<file path="src/sv/lobs_pkg.sv">
`timescale 1ns / 1ps
package lobs_pkg;
  localparam int NUM_SYMBOLS = 8;
  localparam int BOOK_DEPTH  = 8;
  localparam int SYM_W = (NUM_SYMBOLS > 1) ? $clog2(NUM_SYMBOLS) : 1;
  localparam int LVL_W = (BOOK_DEPTH > 1) ? $clog2(BOOK_DEPTH) : 1;
  localparam int ENT_W = NUM_SYMBOLS * BOOK_DEPTH;
  localparam int ENT_AW = (ENT_W > 1) ? $clog2(ENT_W) : 1;
  localparam int FIFO_DEPTH = 2;

  localparam logic [1:0] CMD_UPSERT = 2'd0;
  localparam logic [1:0] CMD_DELETE = 2'd1;
  localparam logic [1:0] CMD_RESET  = 2'd2;
  localparam logic [1:0] SIDE_BID = 2'd0;
  localparam logic [1:0] SIDE_ASK = 2'd1;
  localparam logic [1:0] ACT_NONE = 2'd0;
  localparam logic [1:0] ACT_BUY  = 2'd1;
  localparam logic [1:0] ACT_SELL = 2'd2;
  localparam logic       CFG_THRESH = 1'b0;
  localparam logic       CFG_SPREAD = 1'b1;
  localparam logic [30:0] THRESH_RESET = 31'd500;
  localparam logic [31:0] SPREAD_RESET = 32'd25000;

  typedef enum logic [1:0] {OP_NONE, OP_CLEAR, OP_BID, OP_ASK} op_t;

  // Classified item as held in the queue between front and back.
  typedef struct packed {
    logic [31:0]      tag;
    op_t              op;
    logic             del;
    logic             in_range;
    logic [SYM_W-1:0] sym;
    logic [31:0]      price;
    logic [30:0]      qty;
  } job_t;

  typedef struct packed {
    logic [31:0] tag_out;
    logic [1:0]  action;
    logic [31:0] best_bid_price;
    logic [30:0] best_bid_size;
    logic [31:0] best_ask_price;
    logic [30:0] best_ask_size;
    logic [31:0] spread;
    logic signed [31:0] imbalance;
  } res_t;
endpackage

</file>
<file path="src/sv/lobs_if.sv">
`timescale 1ns / 1ps
interface lobs_in_if;
  logic        valid;
  logic        ready;
  logic [31:0] tag;
  logic [1:0]  cmd;
  logic [7:0]  symbol;
  logic [1:0]  side;
  logic [31:0] price;
  logic [30:0] qty;
  modport source (output valid, tag, cmd, symbol, side, price, qty, input ready);
  modport sink (input valid, tag, cmd, symbol, side, price, qty, output ready);
endinterface


</file>
<file path="src/sv/lobs_front.sv">
`timescale 1ns / 1ps
module lobs_front
  import lobs_pkg::*;
(
  input  logic clk,
  input  logic rst_n,
  lobs_in_if.sink in,
  output job_t job_o,
  output logic job_valid_o,
  input  logic job_ready_i
);
  job_t             q_r [FIFO_DEPTH];
  logic [0:0]       wp_r, rp_r;
  logic [1:0]       cnt_r;
  job_t             job;
  logic             push, pop;

  always_comb begin
    job.tag      = in.tag;
    job.del      = (in.cmd == CMD_DELETE);
    job.in_range = ({24'd0, in.symbol} < 32'(NUM_SYMBOLS));
    job.sym      = in.symbol[SYM_W-1:0];
    job.price    = in.price;
    job.qty      = in.qty;
    if (in.cmd == CMD_RESET) job.op = OP_CLEAR;
    else if (in.cmd inside {CMD_UPSERT, CMD_DELETE} && in.side == SIDE_BID) job.op = OP_BID;
    else if (in.cmd inside {CMD_UPSERT, CMD_DELETE} && in.side == SIDE_ASK) job.op = OP_ASK;
    else job.op = OP_NONE;
    if (!job.in_range) job.op = OP_NONE;
  end

  assign in.ready   = (cnt_r != 2'(FIFO_DEPTH));
  assign push       = in.valid && in.ready;
  assign job_valid_o = (cnt_r != 2'd0);
  assign job_o      = q_r[rp_r];
  assign pop        = job_valid_o && job_ready_i;

  always_ff @(posedge clk) begin
    if (push) q_r[wp_r] <= job;
    if (!rst_n) begin
      wp_r <= '0; rp_r <= '0; cnt_r <= '0;
    end else begin
      if (push) wp_r <= wp_r + 1'b1;
      if (pop)  rp_r <= rp_r + 1'b1;
      cnt_r <= cnt_r + 2'(push) - 2'(pop);
    end
  end
endmodule

</file>
<file path="src/flat_wrapper.sv">
// flat-port wrapper written by rule: the top's interface ports become plain ports
module lobs_front_flat import lobs_pkg::*;
  (clk, rst_n, job_o, job_valid_o, job_ready_i, in_valid, in_tag, in_cmd, in_symbol, in_side, in_price, in_qty, in_ready);
  lobs_in_if in_i ();
  input  logic clk;
  input  logic rst_n;
  output job_t job_o;
  output logic job_valid_o;
  input  logic job_ready_i;
  input wire logic [$bits(in_i.valid)-1:0] in_valid;
  input wire logic [$bits(in_i.tag)-1:0] in_tag;
  input wire logic [$bits(in_i.cmd)-1:0] in_cmd;
  input wire logic [$bits(in_i.symbol)-1:0] in_symbol;
  input wire logic [$bits(in_i.side)-1:0] in_side;
  input wire logic [$bits(in_i.price)-1:0] in_price;
  input wire logic [$bits(in_i.qty)-1:0] in_qty;
  output wire logic [$bits(in_i.ready)-1:0] in_ready;
  assign in_i.valid = in_valid;
  assign in_i.tag = in_tag;
  assign in_i.cmd = in_cmd;
  assign in_i.symbol = in_symbol;
  assign in_i.side = in_side;
  assign in_i.price = in_price;
  assign in_i.qty = in_qty;
  assign in_ready = in_i.ready;
  lobs_front u_core (.clk(clk), .rst_n(rst_n), .in(in_i), .job_o(job_o), .job_valid_o(job_valid_o), .job_ready_i(job_ready_i));
endmodule
</file>
<file path="config.mk">
export PLATFORM = sky130hd
export DESIGN_NAME = lobs_front_flat
export DESIGN_NICKNAME = d
export VERILOG_FILES = /design/src/sv/lobs_pkg.sv /design/src/sv/lobs_if.sv /design/src/sv/lobs_front.sv /design/src/flat_wrapper.sv
export SDC_FILE = /design/constraint.sdc
export NUM_CORES = 1
export LEC_CHECK = 0
export BUFFER_PORTS_ARGS = -buffer_cell sky130_fd_sc_hd__buf_2
export CAP_MARGIN = 20
export CORE_MARGIN = 2
export CORE_UTILIZATION = 30
export CTS_CLUSTER_DIAMETER = 30
export DETAILED_ROUTE_END_ITERATION = 8
export PLACE_DENSITY_LB_ADDON = 0.05
export SLEW_MARGIN = 20
export SYNTH_ARGS = -nofsm -noshare
export SYNTH_HDL_FRONTEND = slang
export SYNTH_SLANG_ARGS = --single-unit
</file>
<file path="constraint.sdc">
create_clock -name clk -period 7.43 [get_ports clk]
set_input_delay 0.3715 -clock clk [delete_from_list [all_inputs] [get_ports clk]]
set_output_delay 0.3715 -clock clk [all_outputs]
set_load 0.05 [all_outputs]
</file>
# == Word-level counts from Yosys, hierarchy flattened ==
# Memory sizes are Yosys's and may differ from the RTL's. A register that Yosys moved wholly into a read port is not among the register bits.
# Index checks and enable logic that the tools add are counted.
# W data, S select, Z words.
# word_totals
register_bits,4
latchBits,0
ram_bits,204
romBits,0
in_bits,111
word_cells,29
memories,1
# memory_table
name,words,width,read_ports,rd_ports_with_merged_regs,wr,line,text
u_core.q_r,2,102,1,1,1,lobs_front.sv:12,job_t q_r [FIFO_DEPTH];
# classes
add_sub_neg,4
multipliers,0
div_mod_pow,0
n_lt_le_gt_ge,1
eq_ne,4
shift,0
n_mux,8
bitwise,0
n_reduce_logical,8
# op_table
cell,count
$lt A8 B4 Y1 const B,1
$mux W2,4
$eq A2 B1 Y1 const B,2
$logic_and A1 B1 Y1,4
$logic_not A2 Y1,2
$mux W1,4
$reduce_bool A2 Y1,2
$add A1 B1 Y1 const B,2
$add A2 B1 Y2,1
$eq A2 B2 Y1 const B,1
$ne A2 B2 Y1 const B,1
$sub A2 B1 Y2,1

# == Logic depth before layout (Yosys ltp) ==
# Gate-level depths: netlist of the first run.
# logic_depth
word_depth,7
depth_mapped,7
depth_no_buf,7

# == Worst setup path after synthesis of the first run ==
# No wires, ideal clock.
# synth_path
kind,reg-to-reg
startpoint,register u_core.cnt_r[0]
endpoint,memory u_core.q_r[0][0] (netlist name) (enable)
setup_time_ns,0.576
arrival_time_ns,5.566
required_time_ns,6.854
path_slack_ns,1.288
path_stages_with_launch,4
path_buffers,0
cell_sequence,dfxtp_1 > nand2b_1 > and2_1 > nor2b_1
# synth_via
elab_chain_cells,4
# synth_lines
element,line,text
"start, declared",lobs_front.sv:14,logic [1:0] cnt_r;
"start signal, assigned",lobs_front.sv:45,cnt_r <= cnt_r + 2'(push) - 2'(pop);
$ne A2 B2 Y1,lobs_front.sv:32,assign in.ready = (cnt_r != 2'(FIFO_DEPTH));
named net in_ready,flat_wrapper.sv:17,output wire logic [$bits(in_i.ready)-1:0] in_ready;
$logic_and A1 B1 Y1,lobs_front.sv:33,assign push = in.valid && in.ready;
named net u_core.push,lobs_front.sv:16,"logic push, pop;"
$mux W1,lobs_front.sv:39,if (push) q_r[wp_r] <= job;
$mux W1 (not written as such),lobs_front.sv:39,
"end, declared",lobs_front.sv:12,
# The timed path passes the listed nets, and every way through them passes these cells.

==> impl_metrics.toml, run 1 <==
[power_and_ir_drop]
leakagePower_nw = 4.30
power_density_mw_per_mm2 = 465
peakVddDrop_mv = 0.232

[synth]
synth_compound_area_frac = 0.00220
synth.area.mux_share = 0.182
yosys.area.top_type = "edfxtp_1"
async_reset_ff_frac = 0
avgSynthCellArea_sq_um = 22.6
synth-seq-cells = 209
synthesis.area_sq_mm = 0.00797
synth.top_cells.by_area = "edfxtp_1 (77%), mux2_4 (15%), mux2_2 (3.1%)"
yosys_warnings = 0
synthSimpleGateAreaFrac = 0.0133
synth_top_area_share = 0.769
synthCells = 352
synth_top_family_by_area = "multiplexers"
synth_seq_area_share = 0.781
synth-xor-area-share = 0.00330
syn-num-nets = 465
ys_types = 22
ys.flop_type = "edfxtp_1"
synth_adder_area_share = 0.00314
synth_edf_count = 204

[clock_tree]
cts_setup_buffers = 0
cts_tree = "yes"
cts.reportedPaths.clkPinSlew_ns = 0.05
cts_repair_resize_count = 0
cts_root_buf = "clkbuf_16"
clk_latency_ns = 0.51
cts_hold_buffers = 0
cts.path.max_buffers = 3
htreeDepth = 2
cts_num_sinks = 209
numCtsBuffers = 47

[layout]
final_common_cell = "buf_2"
area_growth_pct = 37.7
register_area_sq_mm = 0.00623
final_net_count = 721
multi_input_area_sq_mm = 0.00164
n_fill_cell = 2415
finalInstanceArea_sq_mm = 0.0110
final_cell_mix = "buf_2 (214), edfxtp_1 (204), mux2_4 (80)"
final_layout_size_suffix_gt1_frac = 0.601

[global_route]
grt_pass1_vias = 4601
grt_usage = 0.117
grt_max_degree = 76
grt_pass1_wl_um = 24900
overflow = 0
antenna_found_initial = 2

[setup_path]
endpoint_kind = "primary output"
worstPathArrival_ns = 3.06
cpPeakStageDelay_ns = 0.90
crit_type = "flop to primary output"
slowest_stage = "dfxtp_4"
cp_data_required_time_ns = 7.06
critPathMaxFanout = 57
path_cells = "buf_4 > mux2_2 > buf_2"
cp-start-kind = "flop"

[die]
ioPinCount = 215
die_y_um = 167
core-area_sq_mm = 0.0261
initial_core_util = 0.306
die_w_um = 167
dieArea_sq_mm = 0.0279
rows = 59

[route]
dr_total_vias = 4173
wl_per_cell_um = 16.8
met2_length_um = 8290
drt_iter0_drc = 197
top_layer_used = "met4"
drc = 0
dr.pass1.iters = 4
met3_length_um = 1370
postRouteAntennaNets = 0
drt-total-wl_um = 16500
viasPerCell = 4.25
wirelength_met1_um = 6400

[placement]
dp_hpwl_um = 10600
gp_congestion = 0.700
io_buffers = 214
post_dp_cell_area_sq_mm = 0.00940

[flow_run]
cap_violations = 0

[timing]
worstMarginPinSlew_ns = 1.06
maxSlewHeadroom = 0.292
fin_skew_ns = 0.00715
fmax_ghz = 0.291
period_needed_ns = 3.43
final-hold-violation-count = 0
grt_setup_unrepaired = "no"
fin_tns_setup_ns = 0
fin_crit_sh = 0.462
report.final.setup_viol = 0
slew_viol_final = 0

[outcome]
status = "completed"

[hold_path]
hp-class = "input pin to flop"
cells by family after synthesis:
group,Yosys count
compound gates,3
xor+xnor,3
fa+ha+maj,2
buf+inv,14
flops,209
mux,102
simple gates,19
cell type report:
| cell class | instances | area share |
|---|---|---|
| well taps | 335 | 0.0382 |
| multi-input cells | 129 | 0.149 |
| repair buffers | 218 | 0.101 |
| clock buffers | 56 | 0.112 |
| diodes | 2 | 0.000456 |
| flip-flops and latches | 209 | 0.568 |
| clock inverters | 31 | 0.0304 |
| inverters | 3 | 0.00103 |
final timing paths:
check | from | to | slack (ns) | depth (start not counted)
hold / removal | in_tag[8] | u_core.q_r[0][78]$_DFFE_PP_ | 0.04 | 1
setup reg to reg | u_core.cnt_r[0]$_SDFF_PN0_ | u_core.q_r[0][35]$_DFFE_PP_ | 4.61 | 5
setup / recovery | flop | job_o[2] | 4.00 | 3
hold reg to reg | u_core.wp_r$_SDFFE_PN0P_ | u_core.wp_r$_SDFFE_PN0P_ | 0.52 | 2
through the flow:
step	total power [mW]	setup slack (ns)	hold slack (ns)	util	instances
floorplan	2.87	1.29	0.453	-	352
global placement	3.15	4.49	0.521	0.361	894
detailed placement	3.16	4.45	0.523	0.361	894
CTS	5.19	3.90	0.0207	0.421	981
global route	5.31	3.78	0.0211	0.421	981
finish	5.10	4.00	0.0403	0.421	983
worst max-delay path: cells and delay by family (launching register included):
kind | cells | cell delay [ns]
mux | 1 | 0.42
buf+inv | 2 | 1.09
flops | 1 | 0.90
cell usage after synthesis, drive strengths merged, types with 2 or more instances:
cell	number
edfxtp	204
mux2	102
buf	11
dfxtp	5
nor2b	5
and2	3
inv	3
nor2	3
xnor2	3
ha	2
nand2	2
nor3	2
flip-flops by register name (all words and copies together) (netlist names), named ones only:
name          flops
u_core.cnt_r      2
u_core.rp_r       1
u_core.q_r      204
u_core.wp_r       1
report_power, final:
group	total, mW	internal, mW	switching [mW]
clock	1.99	1.40	0.588
combinational	1.52	0.482	1.03
sequential	1.59	1.50	0.0900
total	5.10	3.39	1.71
layer usage:
layer | up-vias | track usage
li1 | 1929 | -
met1 | 2025 | 0.130
met2 | 174 | 0.199
met3 | 45 | 0.0463
met4 | 0 | 0.0528
met5 | - | 0
No activity file was read; power rests on OpenSTA's default activity.
==> run 2: changes to the inputs <==
Clock period 7.43 ns to 3.3 ns, I/O delays scaled along.
==> impl_metrics.toml, run 2 (synthesized netlist as in run 1, its figures left out) <==
[outcome]
status = "completed"

[layout]
final_common_cell = "buf_2"
final_layout_size_suffix_gt1_frac = 0.537
antenna_cells = 0
reg_top3 = "u_core.q_r: 204 flops, u_core.cnt_r: 2 flops"
final_util = 0.472
finalInstanceArea_sq_mm = 0.0123
area_growth_pct = 54.3
final_cell_mix = "buf_2 (214), edfxtp_1 (204), dlygate4sd3_1 (103)"
largest_reg_flops = 204
top_register = "u_core.q_r"
instances_no_fill = 1096
final_net_count = 831

[power_and_ir_drop]
leakagePower_nw = 4.86
combPwrFrac = 0.296
seq_power_share = 0.287
peakVddDrop_mv = 0.483
internal-power_mw = 8.19
clkPwrFrac = 0.417
p_sw_frac = 0.330
finalPower_mw = 12.2
power_density_mw_per_mm2 = 994
p_sw_mw = 4.03

[die]
dieArea_sq_mm = 0.0279
rows = 59
die_y_um = 167
die_w_um = 167
initial_core_util = 0.306
ioPinCount = 215
core-area_sq_mm = 0.0261

[clock_tree]
cts_tree = "yes"
numCtsBuffers = 53
cts_num_sinks = 209
htreeDepth = 2
clk_latency_ns = 0.53
cts.path.max_buffers = 3
cts.reportedPaths.clkPinSlew_ns = 0.05
cts_repair_resize_count = 0
cts_root_buf = "clkbuf_16"

[setup_path]
cp_data_required_time_ns = 3.13
worstPathArrival_ns = 2.25
critPathMaxFanout = 90
cp-start-kind = "flop"
r2r_start = "u_core.cnt_r[0]$_SDFF_PN0_"
endpoint_kind = "primary output"
crit_type = "flop to primary output"

[hold_path]
hp-class = "input pin to flop"
worstHoldStart = "in_side[0]"

[placement]
gp_congestion = 0.748
dp_hpwl_um = 10400
post_dp_cell_area_sq_mm = 0.00946
io_buffers = 214
dp_slack_ns = 1.38
dp_cells = 895

[timing]
setup_slack_ns = 0.880
fin_skew_ns = 0.0147
fin_tns_setup_ns = 0
grt_setup_unrepaired = "no"
period_needed_ns = 2.42
maxSlewHeadroom = 0.528
slew_viol_final = 0
worstMarginPinSlew_ns = 0.707
fmax_ghz = 0.413
whs_ns = 0.0234
fin_crit_sh = 0.733
report.final.setup_viol = 0
final-hold-violation-count = 0

[route]
drt-total-wl_um = 17100
viasPerCell = 4.13
drc = 0
drt_iter0_drc = 172
wl_per_cell_um = 15.6
dr_total_vias = 4529
postRouteAntennaNets = 0
dr.pass1.iters = 4

[global_route]
antenna_found_initial = 0
grt_pass1_wl_um = 26500
grt_max_degree = 91
grt_usage = 0.121
grt_pass1_vias = 5001
overflow = 0

[flow_run]
cap_violations = 0
[run 2: worst paths after layout]
check / to / slack, ns / cells after the start
worst min-delay path: u_core.q_r[0][68]$_DFFE_PP_ / 0.02 / 3
worst max-delay path: job_o[3] / 0.88 / 3
worst min register to register: u_core.wp_r$_SDFFE_PN0P_ / 0.53 / 2
worst max register to register: u_core.q_r[0][62]$_DFFE_PP_ / 1.40 / 4
[run 2: area by class of cell]
type	count	area (sq um)
Sequential cell	209	6230
Fill cell	2315	13800
Tap cell	335	419
Clock buffer	61	1400
Inverter	3	11.3
Timing Repair Buffer	322	2190
Multi-Input combinational cell	129	1640
Clock inverter	37	409
[run 2: timing repair]
action / CTS / global route
buffers inserted: 0 / 0
hold endpoints to repair: 205 / 0
endpoints found under the setup margin: 0 / 0
hold buffers: 103 / 0
[run 2: metal layers]
layer / routed length (um) / part of all wire / up-vias / track usage
met5: 0 / 0 / - / 0
met4: 369 / 0.022 / 0 / 0.0499
met3: 1280 / 0.075 / 38 / 0.0404
met2: 8450 / 0.49 / 169 / 0.203
met1: 7030 / 0.41 / 2178 / 0.144
li1: - / - / 2144 / -
[run 2: critical path, cell delays in order (launching register included)]
cell and delay (ns):
dfxtp_4 0.48, buf_12 0.56, mux2_2 0.42, buf_2 0.21
[run 2: power by group through the flow]
stage                     Clock, mW  Combinational [mW]  Sequential (mW)
final                          5.10                3.61             3.51
after global routing           5.36                3.80             3.55
after CTS                      5.22                3.69             3.51
after detailed placement          0                3.58             3.55
after global placement            0                3.58             3.54
after floorplan                   0                2.91             3.51
